## src/design/wav_pkg.sv

```systemverilog
package wav_pkg;

    typedef struct packed {
        logic [1:0] command;
        logic [7:0] data_byte;
        logic       end_of_stream;
    } wav_in_t;

    typedef struct packed {
        logic [2:0]  kind;
        logic [7:0]  sample;
        logic [31:0] sample_rate;
        logic [15:0] channels;
        logic [15:0] bits_per_sample;
        logic [31:0] total_frames;
    } wav_out_t;

    localparam logic [1:0] CMD_BYTE  = 2'd0;
    localparam logic [1:0] CMD_BEGIN = 2'd1;
    localparam logic [1:0] CMD_STOP  = 2'd2;

    localparam logic [2:0] K_SAMPLE    = 3'd0;
    localparam logic [2:0] K_HEADER    = 3'd1;
    localparam logic [2:0] K_UNSUP     = 3'd2;
    localparam logic [2:0] K_MALFORMED = 3'd3;
    localparam logic [2:0] K_FINISHED  = 3'd4;
    localparam logic [2:0] K_TRUNC     = 3'd5;
    localparam logic [2:0] K_IDLE      = 3'd6;

    localparam logic [31:0] TAG_RIFF = 32'h4646_4952;
    localparam logic [31:0] TAG_WAVE = 32'h4556_4157;
    localparam logic [31:0] TAG_FMT  = 32'h2074_6D66;
    localparam logic [31:0] TAG_DATA = 32'h6174_6164;
    localparam logic [7:0]  MID_LEVEL = 8'd128;

    // Work handed from the parser to the sample stage.
    typedef enum logic [1:0] {
        OP_STATUS,
        OP_MIX8,
        OP_MIX16
    } wav_op_t;

    typedef struct packed {
        wav_op_t     op;
        logic        stereo;
        logic [31:0] frame;
        wav_out_t    res;
    } wav_job_t;

endpackage

```

## src/design/wav_parse.sv

```systemverilog
module wav_parse (
    input  logic              clk,
    input  logic              rst_n,
    input  logic              in_valid,
    input  wav_pkg::wav_in_t  in_word,
    output logic              in_ready,
    output logic              job_valid,
    output wav_pkg::wav_job_t job,
    input  logic              job_ready
);
    import wav_pkg::*;

    typedef enum logic [3:0] {
        PH_IDLE, PH_RIFF, PH_RSIZE, PH_WAVE, PH_CTAG, PH_CLEN,
        PH_FMT, PH_SKIP, PH_DATA, PH_FINISH, PH_DONE
    } phase_t;

    phase_t      phase_reg, phase_next;
    logic [3:0]  bif_reg, bif_next;
    logic [31:0] shift_reg, shift_next;
    logic [31:0] tag_reg, tag_next;
    logic [31:0] len_reg, len_next;
    logic [32:0] skip_reg, skip_next;
    logic [15:0] fmt_reg, fmt_next;
    logic [15:0] chan_reg, chan_next;
    logic [31:0] rate_reg, rate_next;
    logic [15:0] bits_reg, bits_next;
    logic        seen_reg, seen_next;
    logic [2:0]  fcnt_reg, fcnt_next;
    logic [31:0] left_reg, left_next;
    logic [2:0]  fsize_reg, fsize_next;
    logic [1:0]  fsh_reg, fsh_next;
    logic [7:0]  fb_reg [4];

    logic        take;
    logic        emit;
    wav_job_t    j;
    logic [31:0] v;
    logic [16:0] fsz;
    logic [2:0]  fsz3;
    logic        bad;
    logic        data_wr;

    assign in_ready = job_ready;
    assign take     = in_valid && in_ready;
    assign v        = shift_reg | ({24'd0, in_word.data_byte} << {bif_reg[1:0], 3'b000});

    always_comb
    begin
        fsz  = 17'({1'b0, bits_reg[15:3]}) * 17'(chan_reg);
        fsz3 = (fsz >= 17'd1 && fsz <= 17'd4) ? fsz[2:0] : 3'd4;
        bad  = fmt_reg != 16'd1 || (bits_reg != 16'd8 && bits_reg != 16'd16) ||
               (chan_reg != 16'd1 && chan_reg != 16'd2) || rate_reg == 32'd0;
    end

    always_comb
    begin
        phase_next = phase_reg;  bif_next = bif_reg;    shift_next = shift_reg;
        tag_next = tag_reg;      len_next = len_reg;    skip_next = skip_reg;
        fmt_next = fmt_reg;      chan_next = chan_reg;  rate_next = rate_reg;
        bits_next = bits_reg;    seen_next = seen_reg;  fcnt_next = fcnt_reg;
        left_next = left_reg;    fsize_next = fsize_reg; fsh_next = fsh_reg;
        data_wr = 1'b0;
        emit = 1'b0;
        j = '0;
        j.op = OP_STATUS;
        j.res.sample = MID_LEVEL;
        if (in_word.command == CMD_BEGIN || in_word.command == CMD_STOP)
        begin
            phase_next = (in_word.command == CMD_BEGIN) ? PH_RIFF : PH_IDLE;
            bif_next = '0; shift_next = '0; tag_next = '0; len_next = '0;
            skip_next = '0; fmt_next = '0; chan_next = '0; rate_next = '0;
            bits_next = '0; seen_next = 1'b0; fcnt_next = '0; left_next = '0;
            emit = 1'b1;
            j.res.kind = K_IDLE;
        end
        else if (in_word.command == CMD_BYTE && phase_reg != PH_IDLE &&
                 phase_reg != PH_DONE)
        begin
            unique case (phase_reg)
                PH_RIFF, PH_RSIZE, PH_WAVE, PH_CTAG, PH_CLEN:
                begin
                    if (bif_reg[1:0] != 2'd3)
                    begin
                        shift_next = v;
                        bif_next = bif_reg + 4'd1;
                    end
                    else
                    begin
                        shift_next = '0;
                        bif_next = '0;
                        unique case (phase_reg)
                            PH_RIFF:
                            begin
                                phase_next = PH_RSIZE;
                                if (v != TAG_RIFF)
                                begin
                                    phase_next = PH_DONE; emit = 1'b1;
                                    j.res.kind = K_MALFORMED;
                                end
                            end
                            PH_RSIZE: phase_next = PH_WAVE;
                            PH_WAVE:
                            begin
                                phase_next = PH_CTAG;
                                if (v != TAG_WAVE)
                                begin
                                    phase_next = PH_DONE; emit = 1'b1;
                                    j.res.kind = K_MALFORMED;
                                end
                            end
                            PH_CTAG:
                            begin
                                tag_next = v; phase_next = PH_CLEN;
                            end
                            default:
                            begin
                                len_next = v;
                                if (tag_reg == TAG_FMT)
                                begin
                                    if (v < 32'd16)
                                    begin
                                        phase_next = PH_DONE; emit = 1'b1;
                                        j.res.kind = K_MALFORMED;
                                    end
                                    else
                                    begin
                                        fmt_next = '0; chan_next = '0;
                                        rate_next = '0; bits_next = '0;
                                        phase_next = PH_FMT;
                                    end
                                end
                                else if (tag_reg == TAG_DATA)
                                begin
                                    emit = 1'b1;
                                    phase_next = PH_DONE;
                                    if (!seen_reg)
                                        j.res.kind = K_MALFORMED;
                                    else
                                    begin
                                        j.res.sample_rate = rate_reg;
                                        j.res.channels = chan_reg;
                                        j.res.bits_per_sample = bits_reg;
                                        if (bad)
                                            j.res.kind = K_UNSUP;
                                        else
                                        begin
                                            // Frame size is 1, 2 or 4 here.
                                            j.res.kind = K_HEADER;
                                            j.res.total_frames = v >> fsh_reg;
                                            left_next = v >> fsh_reg;
                                            fcnt_next = '0;
                                            fsize_next = fsz3;
                                            phase_next = ((v >> fsh_reg) != 32'd0) ?
                                                         PH_DATA : PH_FINISH;
                                        end
                                    end
                                end
                                else
                                begin
                                    skip_next = {1'b0, v} + {32'd0, v[0]};
                                    phase_next = (v == 32'd0) ? PH_CTAG : PH_SKIP;
                                end
                            end
                        endcase
                    end
                end
                PH_FMT:
                begin
                    priority if (bif_reg < 4'd2)
                        fmt_next = fmt_reg | (16'(in_word.data_byte) << {bif_reg[0], 3'b000});
                    else if (bif_reg < 4'd4)
                        chan_next = chan_reg | (16'(in_word.data_byte) << {bif_reg[0], 3'b000});
                    else if (bif_reg < 4'd8)
                        rate_next = rate_reg |
                                    (32'(in_word.data_byte) << {bif_reg[1:0], 3'b000});
                    else if (bif_reg >= 4'd14)
                        bits_next = bits_reg | (16'(in_word.data_byte) << {bif_reg[0], 3'b000});
                    else
                        bits_next = bits_reg;
                    bif_next = bif_reg + 4'd1;
                    if (bif_reg == 4'd15)
                    begin
                        seen_next = 1'b1;
                        skip_next = {1'b0, len_reg - 32'd16} + {32'd0, len_reg[0]};
                        phase_next = (skip_next == 33'd0) ? PH_CTAG : PH_SKIP;
                    end
                end
                PH_SKIP:
                begin
                    skip_next = skip_reg - 33'd1;
                    if (skip_reg <= 33'd1)
                    begin
                        skip_next = '0;
                        phase_next = PH_CTAG;
                    end
                end
                PH_DATA:
                begin
                    data_wr = 1'b1;
                    fcnt_next = fcnt_reg + 3'd1;
                    if (fcnt_next == fsize_reg)
                    begin
                        fcnt_next = '0;
                        left_next = left_reg - 32'd1;
                        if (left_reg <= 32'd1)
                        begin
                            left_next = '0;
                            phase_next = PH_FINISH;
                        end
                        emit = 1'b1;
                        j.res.kind = K_SAMPLE;
                        j.op = (bits_reg == 16'd8) ? OP_MIX8 : OP_MIX16;
                        j.stereo = chan_reg == 16'd2;
                        j.frame = {fb_reg[3], fb_reg[2], fb_reg[1], fb_reg[0]};
                        unique case (fcnt_reg[1:0])
                            2'd0: j.frame[7:0] = in_word.data_byte;
                            2'd1: j.frame[15:8] = in_word.data_byte;
                            2'd2: j.frame[23:16] = in_word.data_byte;
                            default: j.frame[31:24] = in_word.data_byte;
                        endcase
                    end
                end
                PH_FINISH:
                begin
                    phase_next = PH_DONE; emit = 1'b1;
                    j.res.kind = K_FINISHED;
                end
                default: ;
            endcase
            if (in_word.end_of_stream && phase_next != PH_DONE)
            begin
                if (!emit)
                begin
                    emit = 1'b1;
                    j.res.kind = (phase_next == PH_DATA) ? K_TRUNC : K_MALFORMED;
                end
                phase_next = PH_DONE;
            end
        end
        fsh_next = (fsz3 == 3'd4) ? 2'd2 : (fsz3 == 3'd2) ? 2'd1 : 2'd0;
    end

    always_ff @(posedge clk or negedge rst_n)
    begin
        if (!rst_n)
        begin
            phase_reg <= PH_IDLE; bif_reg <= '0; shift_reg <= '0; tag_reg <= '0;
            len_reg <= '0; skip_reg <= '0; fmt_reg <= '0; chan_reg <= '0;
            rate_reg <= '0; bits_reg <= '0; seen_reg <= 1'b0; fcnt_reg <= '0;
            left_reg <= '0; fsize_reg <= 3'd4; fsh_reg <= 2'd2;
        end
        else if (take)
        begin
            phase_reg <= phase_next; bif_reg <= bif_next; shift_reg <= shift_next;
            tag_reg <= tag_next; len_reg <= len_next; skip_reg <= skip_next;
            fmt_reg <= fmt_next; chan_reg <= chan_next; rate_reg <= rate_next;
            bits_reg <= bits_next; seen_reg <= seen_next; fcnt_reg <= fcnt_next;
            left_reg <= left_next; fsize_reg <= fsize_next; fsh_reg <= fsh_next;
        end
    end

    always_ff @(posedge clk)
    begin
        if (take && data_wr)
            fb_reg[fcnt_reg[1:0]] <= in_word.data_byte;
    end

    assign job_valid = take && emit;
    assign job       = j;
endmodule

```

## src/design/wav_queue.sv

```systemverilog
module wav_queue (
    input  logic              clk,
    input  logic              rst_n,
    input  logic              wr_valid,
    input  wav_pkg::wav_job_t wr_job,
    output logic              wr_ready,
    output logic              rd_valid,
    output wav_pkg::wav_job_t rd_job,
    input  logic              rd_ready
);
    import wav_pkg::*;

    wav_job_t   mem_reg [2];
    logic       wp_reg, rp_reg;
    logic [1:0] cnt_reg;
    logic       push, pop;

    assign wr_ready = cnt_reg != 2'd2;
    assign rd_valid = cnt_reg != 2'd0;
    assign rd_job   = mem_reg[rp_reg];
    assign push     = wr_valid && wr_ready;
    assign pop      = rd_valid && rd_ready;

    always_ff @(posedge clk or negedge rst_n)
    begin
        if (!rst_n)
        begin
            wp_reg <= 1'b0; rp_reg <= 1'b0; cnt_reg <= '0;
        end
        else
        begin
            if (push) wp_reg <= ~wp_reg;
            if (pop) rp_reg <= ~rp_reg;
            cnt_reg <= cnt_reg + 2'(push) - 2'(pop);
        end
    end

    always_ff @(posedge clk)
    begin
        if (push)
            mem_reg[wp_reg] <= wr_job;
    end
endmodule

```

## src/design/wav_mix.sv

```systemverilog
module wav_mix (
    input  logic              clk,
    input  logic              rst_n,
    input  logic              job_valid,
    input  wav_pkg::wav_job_t job,
    output logic              job_ready,
    output logic              out_valid,
    output wav_pkg::wav_out_t out_word,
    input  logic              out_ready
);
    import wav_pkg::*;

    logic        valid_reg;
    wav_out_t    word_reg;
    wav_out_t    word_next;
    logic [8:0]  s8;
    logic signed [16:0] sum16;
    logic signed [16:0] avg16;
    logic [16:0] off16;

    assign job_ready = !valid_reg || out_ready;

    always_comb
    begin
        word_next = job.res;
        s8 = {1'b0, job.frame[7:0]} + (job.stereo ? {1'b0, job.frame[15:8]} : 9'd0);
        sum16 = 17'(signed'(job.frame[15:0])) +
                (job.stereo ? 17'(signed'(job.frame[31:16])) : 17'sd0);
        // Halve with truncation toward zero.
        avg16 = job.stereo ? ((sum16 + 17'(sum16[16])) >>> 1) : sum16;
        off16 = 17'(avg16) + 17'd32768;
        unique case (job.op)
            OP_MIX8:  word_next.sample = job.stereo ? s8[8:1] : s8[7:0];
            OP_MIX16: word_next.sample = off16[15:8];
            default:  word_next.sample = job.res.sample;
        endcase
    end

    always_ff @(posedge clk or negedge rst_n)
    begin
        if (!rst_n)
            valid_reg <= 1'b0;
        else if (job_ready)
            valid_reg <= job_valid;
    end

    always_ff @(posedge clk)
    begin
        if (job_ready && job_valid)
            word_reg <= word_next;
    end

    assign out_valid = valid_reg;
    assign out_word  = word_reg;
endmodule

```

## src/design/wav_stream_to_dac_samples.sv

```systemverilog
// WAV byte stream to 8-bit DAC samples.
// Input channel in_valid/in_ready carries one word: a command and a file byte.
// Begin or stop answers an idle word; file bytes walk the RIFF header and chunks,
// the data chunk header answers header accepted (or a status), and each complete
// frame answers one unsigned sample. Most bytes answer nothing.
// The parser takes one word per cycle and is stalled only when the two-entry
// queue in front of the mixing stage is full. A result passes through the queue
// and the output register before it appears on out_valid/out_ready.
// Throughput is one word per cycle while the receiver keeps out_ready high.
// When the receiver stalls, the output register holds its word, the queue
// fills and then in_ready drops until space frees up.
// Reset clears the parser to idle (no file open) and empties queue and output.
module wav_stream_to_dac_samples (
    input  logic              clk,
    input  logic              rst_n,
    input  logic              in_valid,
    output logic              in_ready,
    input  wav_pkg::wav_in_t  in_data,
    output logic              out_valid,
    input  logic              out_ready,
    output wav_pkg::wav_out_t out_data
);
    import wav_pkg::*;

    logic     pj_valid, pj_ready, qj_valid, qj_ready;
    wav_job_t pj, qj;

    wav_parse u_parse (
        .clk(clk), .rst_n(rst_n), .in_valid(in_valid), .in_word(in_data),
        .in_ready(in_ready), .job_valid(pj_valid), .job(pj), .job_ready(pj_ready)
    );

    wav_queue u_queue (
        .clk(clk), .rst_n(rst_n), .wr_valid(pj_valid), .wr_job(pj),
        .wr_ready(pj_ready), .rd_valid(qj_valid), .rd_job(qj), .rd_ready(qj_ready)
    );

    wav_mix u_mix (
        .clk(clk), .rst_n(rst_n), .job_valid(qj_valid), .job(qj),
        .job_ready(qj_ready), .out_valid(out_valid), .out_word(out_data),
        .out_ready(out_ready)
    );
endmodule

```

## config.mk

```make
export PLATFORM = sky130hd
export DESIGN_NAME = wav_stream_to_dac_samples
export DESIGN_NICKNAME = d
export VERILOG_FILES = /design/src/design/wav_pkg.sv /design/src/design/wav_parse.sv /design/src/design/wav_queue.sv /design/src/design/wav_mix.sv /design/src/design/wav_stream_to_dac_samples.sv
export SDC_FILE = /design/constraint.sdc
export NUM_CORES = 2
export LEC_CHECK = 0
export ABC_AREA = 1
export BUFFER_PORTS_ARGS = -buffer_cell sky130_fd_sc_hd__buf_2
export CAP_MARGIN = 10
export CORE_UTILIZATION = 65
export DETAILED_ROUTE_END_ITERATION = 8
export MAX_ROUTING_LAYER = met4
export PLACE_DENSITY = 0.92
export SYNTH_ARGS = -nofsm -noshare
export SYNTH_HDL_FRONTEND = slang
export SYNTH_HIERARCHICAL = 1
export SYNTH_SLANG_ARGS = --single-unit
```

## constraint.sdc

```tcl
create_clock -name clk -period 28.4 [get_ports clk]
set_clock_uncertainty 0.1 [all_clocks]
set_input_delay 2.84 -clock clk [delete_from_list [all_inputs] [get_ports clk]]
set_output_delay 2.84 -clock clk [all_outputs]
set_load 0.02 [all_outputs]
```

---- Yosys cells after proc, flatten, opt, wreduce, memory -nomap -nowiden ----
Memories as Yosys holds them, arrays and structs flattened.
Cells that the tools add are included.
operators by class
  reduce and logical (&&, ||, !) cells .... 51
  add/subtract/negate cells ............... 13
  bitwise logic cells ..................... 12
  muxes and demuxes ....................... 166
  shifts and indexed selects .............. 3
  equal/unequal tests ..................... 55
  multipliers ............................. 1
  $lt $le $gt $ge ......................... 9
operators with widths
  operator               count
  $mux 32                34
  $mux 96                8
  $mux 16                18
  $mux 33                8
  $pmux 32 s2            2
  $pmux 33 s3            1
  $pmux 16 s2            3
  $mux 4                 20
  $mux 38                2
  $mux 35                2
  $add 32x1->33          2
  $logic_not 32->1       2
  $ne 32x31->1 const B   2
  $or 32x32->32          2
  $mux 3                 18
  $mux 8                 6
  $or 16x16->16          3
  $le 33x1->1 const B    1
  $logic_not 33->1       1
  $sub 33x1->33 const B  1
  $eq 32x30->1 const B   1
  $eq 32x31->1 const B   1
  $le 32x1->1 const B    1
  $lt 32x5->1 const B    1
  other kinds (72)       170
word-level totals
  register bits ........................... 370
  bits in writable memories ............... 300
  memories kept ........................... 2
  output and inout port bits .............. 109
  input port bits ......................... 15
  logic and storage cells ................. 337
memories
  memory           words  bits a word  read ports  clocked after memory_dff  wr ports  RTL line         source
  u_queue.mem_reg  2      134          1           0                         1         wav_queue.sv:13  wav_job_t mem_reg [2];
  u_parse.fb_reg   4      8            4           0                         1         wav_parse.sv:33  logic [7:0] fb_reg [4];

---- Longest topological paths before layout ----
  word-level depth ........................ 23
  depth in mapped cells ................... 37
  mapped depth without buffers ............ 36

---- Hierarchy ----
The synthesis kept the hierarchy.
modules (own cells, without submodules)
  module     sequential area each (um2)  area an instance (um2)  cells each  times used
  wav_parse  7419.6                      24215.7                 3444        1
  wav_queue  8628.3                      10583.9                 773         1
  wav_mix    3238.1                      5639.2                  589         1

---- Worst setup path after synthesis ----
Ideal clock, no wire load.
  path kind ............................... input -> register
  start point ............................. in in_data[6] (netlist bit)
  end point ............................... mem u_queue/mem_reg[1][0] (netlist bit) (enable)
  stages on the path ...................... 23
  arrival ................................. 10834 ps
  path buffers ............................ 0
  required time ........................... 27653 ps
  setup time .............................. 647 ps
  path slack .............................. 16819 ps
  cell sequence ........................... nand2_1 -> nor2_1 -> nor2_1 -> inv_1 -> nand2_1 -> o21ai_0 -> o21ai_0 -> nand2_1 -> nor3_1 -> nand2_1 -> nor2_1 -> nand3_1 -> nand2_1 -> nand2_1 -> nand2_1 -> a21oi_1 -> nand2_1 -> nand2_2 -> nand2_4 -> nand2_2 -> a31oi_1 -> nand2_1 -> nor2_1
on the way
  cells in the longest elaborated chain, start to end .. 23
  elaborated cells on any way between the ends .. 40
  classes of those cells .................. order compare (1); eq/ne (3); shift (2); mux (28); bitwise (1); reduce/logical (5)
ends and longest elaborated chain
  item                              RTL line                         source
  start, declared                   wav_stream_to_dac_samples.sv:18  input wav_pkg::wav_in_t in_data,
  $shl 8x5->32 (*)                  wav_parse.sv:46                  assign v = shift_reg | ({24'd0, in_word.data_byte} << {bif_reg[1:0], 3'b000});
  $or 32x32->32 (*)                 wav_parse.sv:46
  $shr 32x2->32                     wav_parse.sv:154                 phase_next = ((v >> fsh_reg) != 32'd0) ?
  $reduce_bool 32->1                wav_parse.sv:154
  $mux 1                            wav_parse.sv:154
  $mux 4                            wav_parse.sv:144                 if (bad)
  $mux 4                            wav_parse.sv:137                 if (!seen_reg)
  $mux 4                            wav_parse.sv:133                 else if (tag_reg == TAG_DATA)
  (+8 left out)                     --
  $mux 1 (*)                        wav_parse.sv:231                 if (in_word.end_of_stream && phase_next != PH_DONE)
  $mux 1 (*)                        wav_parse.sv:77                  else if (in_word.command == CMD_BYTE && phase_reg != PH_IDLE &&
  $mux 1 (*)                        wav_parse.sv:68                  if (in_word.command == CMD_BEGIN || in_word.command == CMD_STOP)
  $logic_and 1x1->1 (*)             wav_parse.sv:269                 assign job_valid = take && emit;
  named net pj_valid                wav_stream_to_dac_samples.sv:25  logic pj_valid, pj_ready, qj_valid, qj_ready;
  $logic_and 1x1->1 (*)             wav_queue.sv:21                  assign push = wr_valid && wr_ready;
  $mux 1 (*)                        wav_queue.sv:40                  if (push)
  $mux 1 (implied by the code) (*)  wav_queue.sv:41                  mem_reg[wp_reg] <= wr_job;
  end, declared                     wav_queue.sv:13
The timed path passes the listed nets; every way through them passes the cells marked *. The select of a mux whose other input is x is not followed.

---- Final worst setup path ----
  start point ............................. in in_data[5] (netlist bit)
  end point ............................... mem u_queue/mem_reg[0][59] (netlist bit) (enable)
The elaborated chain is that of the path after synthesis.

==> impl_metrics.tcl <==
set metrics [dict create \
    powerDensity_nw_per_um2 120 \
    dp.final_hpwl_um 90000 \
    worst-path-max-fanout 71 \
    min_period_ns 8.26 \
    path_common_cell "nand2_1" \
    critPathKind "input port to flop" \
    dr_total_vias 34846 \
    reg2reg_from "u_parse/bif_reg[0]" \
    max_freq_mhz 121 \
    yosysMostFrequentCell "nand2_1" \
    synth_edf_count 423 \
    nets 5044 \
    synthArstFlopShare_pct 38.3 \
    hold_path_class "flop to flop" \
    final_max_slew_viol_count 0 \
    status "complete, no violations" \
    path_cells "buf_2 > inv_1 > nor2_4 > nand2_1 > nand2_1 > inv_1 > nor4_1 > nand3_1 > nor4_1 > o211ai_1 > nand2_1 > a21oi_2 > nand2_1 > nor2_2 > nand2_4 > nand2_2 > a31oi_1 > nand2_1 > nor2_4 > buf_4 > buf_4" \
    htreeDepth 3 \
    post-route-drc-count 0 \
    viasPerCell 6.05 \
    ir_worst_vdd_mv 0.0948 \
    rows 91 \
    cts_tree "built" \
    synth_cells 4806 \
    final_core_utilization_pct 71.2 \
    area_growth_pct 8.51 \
    port_buffers 123 \
    grt_pass1_vias 33421 \
    post-cts-setup-buffers 0 \
    synth_compound_area_share_pct 8.17 \
    synth.area.top_cells "edfxtp_1 31%, dfrtp_1 16%, nand2_1 12%, inv_1 6.3%, fa_1 4.7%" \
    worst_path_max_delay_cell "buf_4" \
    rsz0062_at_grt "false" \
    ctsHoldBuffers 0 \
    worstPathRequired_ns 28.53 \
    ant_nets 0 \
    worst-r2r-setup-slack_ns 21.17 \
    yosys_warnings 6 \
    synth_fa_ha_area_share_pct 7.19 \
    worst_pin_slew_ns 1.14 \
    coreArea_sq_um 61600 \
    yosysUniqueCellTypes 76 \
    synthMuxAreaShare_pct 0.439 \
    worstSetupStartpointType "input port" \
    drt_pass1_iterations 8 \
    num_io_pins 124 \
    largest_reg_flops 284 \
    synth_commonest_cells "1,333 x nand2_1, 684 x inv_1, 432 x nor2_1, 423 x edfxtp_1, 261 x dfrtp_1" \
    wl_um 125000 \
    clkLatencyLatePin_ns 0.65 \
    slowest_delay_ns 0.86 \
    fin_crit_sh_pct 29.1 \
    slew_headroom_pct 23.8 \
    drive_gt1_share_pct 9.32 \
    grt_overflow 0 \
    synth-seq-cells 686 \
    synth_xor_area_share_pct 2.10 \
    yosysTopAreaCellShare_pct 31.4 \
    synth_area_per_cell_sq_um 8.41 \
    hold_viol_final 0 \
    synth_top_family_by_area "simple AND/OR/NAND/NOR gates" \
    cp-startpoint "in_data[5]" \
    clockBufferDepth 3 \
    clkSinkCount 686 \
    ctsRootBufferMaster "clkbuf_16" \
    yosysTopAreaCell "edfxtp_1" \
    ys.flop_type "edfxtp_1" \
    fin_tns_setup_ns 0 \
    die_y_um 251 \
    cts_made_buffers 73 \
    dieArea_sq_um 63200 \
    cp.arrival_ns 8.39 \
    routabilityCongestion 1.04 \
    drtIter0Drc 4806 \
    grtUsageTotal_pct 40.9 \
    cp-end-kind "flop" \
    clk_pin_slew_ns 0.06 \
    cts_resized 0 \
    die_w_um 251 \
    ys_seq_area_share_pct 47.7 \
    hold_start "u_parse/shift_reg[10]" \
    antenna_found_initial 6 \
    synth-simple-area-share_pct 25.5 \
    maxCapViolations 0 \
    grt_max_degree 118 \
    p_leak_nw 20.2 \
    grt_pass1_wl_um 191000 \
    synth_area_sq_um 40400 \
    initial_core_util_pct 65.6 \
    setup_violations 0 \
    wl_per_cell_um 21.7 \
]
-- logic make-up (layout without fill, tap and decap cells) --
logic type      after synthesis  count (layout)
mux                          16              16
simple gates               2356            2356
flops                       686             686
fa+ha+maj                   176             176
other cells                   2              16
buf+inv                     903            1004
compound gates              571             571
xor+xnor                     96              96
-- metrics by stage --
step	power [W]	instance area [sq um]	instances	setup slack [ns]	hold WS, ns
after floorplan	0.00347	40500	4812	16.82	0.350
after global placement	0.00417	41500	5615	19.75	0.366
after detailed placement	0.00424	41500	5615	19.66	0.367
after CTS	0.00520	43900	5750	20.27	0.384
after global routing	0.00559	43900	5756	19.84	0.404
final	0.00527	43900	5758	20.14	0.385
-- where the power goes --
| part | switching (W) | internal [W] |
|---|---|---|
| logic | 0.00196 | 0.000772 |
| registers | 0.000235 | 0.00137 |
| clock network | 0.000414 | 0.000512 |
-- cells in the final DEF (no fill, tap or decap), types with 10 or more instances in the layout --
master,Yosys,routed
a211oi_1,33,33
a21oi_1,168,166
a32o_1,15,15
buf_2,28,122
buf_4,24,32
clkbuf_1,116,19
clkbuf_16,0,75
clkinv_1,7,12
clkinv_2,0,16
dfrtp_1,261,260
edfxtp_1,423,423
fa_1,94,94
ha_1,82,82
inv_1,684,682
inv_2,21,23
mux2_1,10,10
nand2_1,1333,1333
nand2_2,48,48
nand3_1,206,206
nand3b_1,11,11
nand4_1,81,81
nor2_1,432,426
nor2_2,27,28
nor2_4,20,25
nor3_1,113,113
nor4_1,34,34
o211ai_1,11,11
o21ai_0,238,238
o22ai_1,30,30
xnor2_1,30,30
xor2_1,65,65
-- routing by layer --
metal	GRT usage (%)	wire [um]	vias to the layer above
li1	-	-	15649
met1	50.1	45100	16372
met2	63.3	58100	2296
met3	8.42	13400	529
met4	23.3	8230	0
met5	-	0	-
-- worst max-delay path: cells and delay by family --
kind | cells | cell delay (ns)
AOI/OAI and AO/OA | 3 | 0.45
buffers and inverters | 5 | 1.95
and+or+nand+nor | 13 | 3.04
-- layout make-up --
cell class / instances / area (sq um)
inverters: 714 / 2690
fillers: 4361 / 17700
well taps: 837 / 1050
clock buffers: 101 / 2040
multi-input cells: 3223 / 17600
repair buffers: 155 / 866
clock inverters: 34 / 287
flip-flops and latches: 686 / 19300
diodes: 8 / 20.0
-- final timing paths --
check,cells after the start,end
setup / recovery,21,u_queue/mem_reg[0][59]
hold / removal,2,u_parse/shift_reg[10]
setup reg to reg,28,u_queue/mem_reg[0][59]
hold reg to reg,2,u_parse/shift_reg[10]
max in group asynchronous,2,u_parse/skip_reg[28]
min in group asynchronous,1,u_mix/out_valid
(Power assumes the default switching activity.)
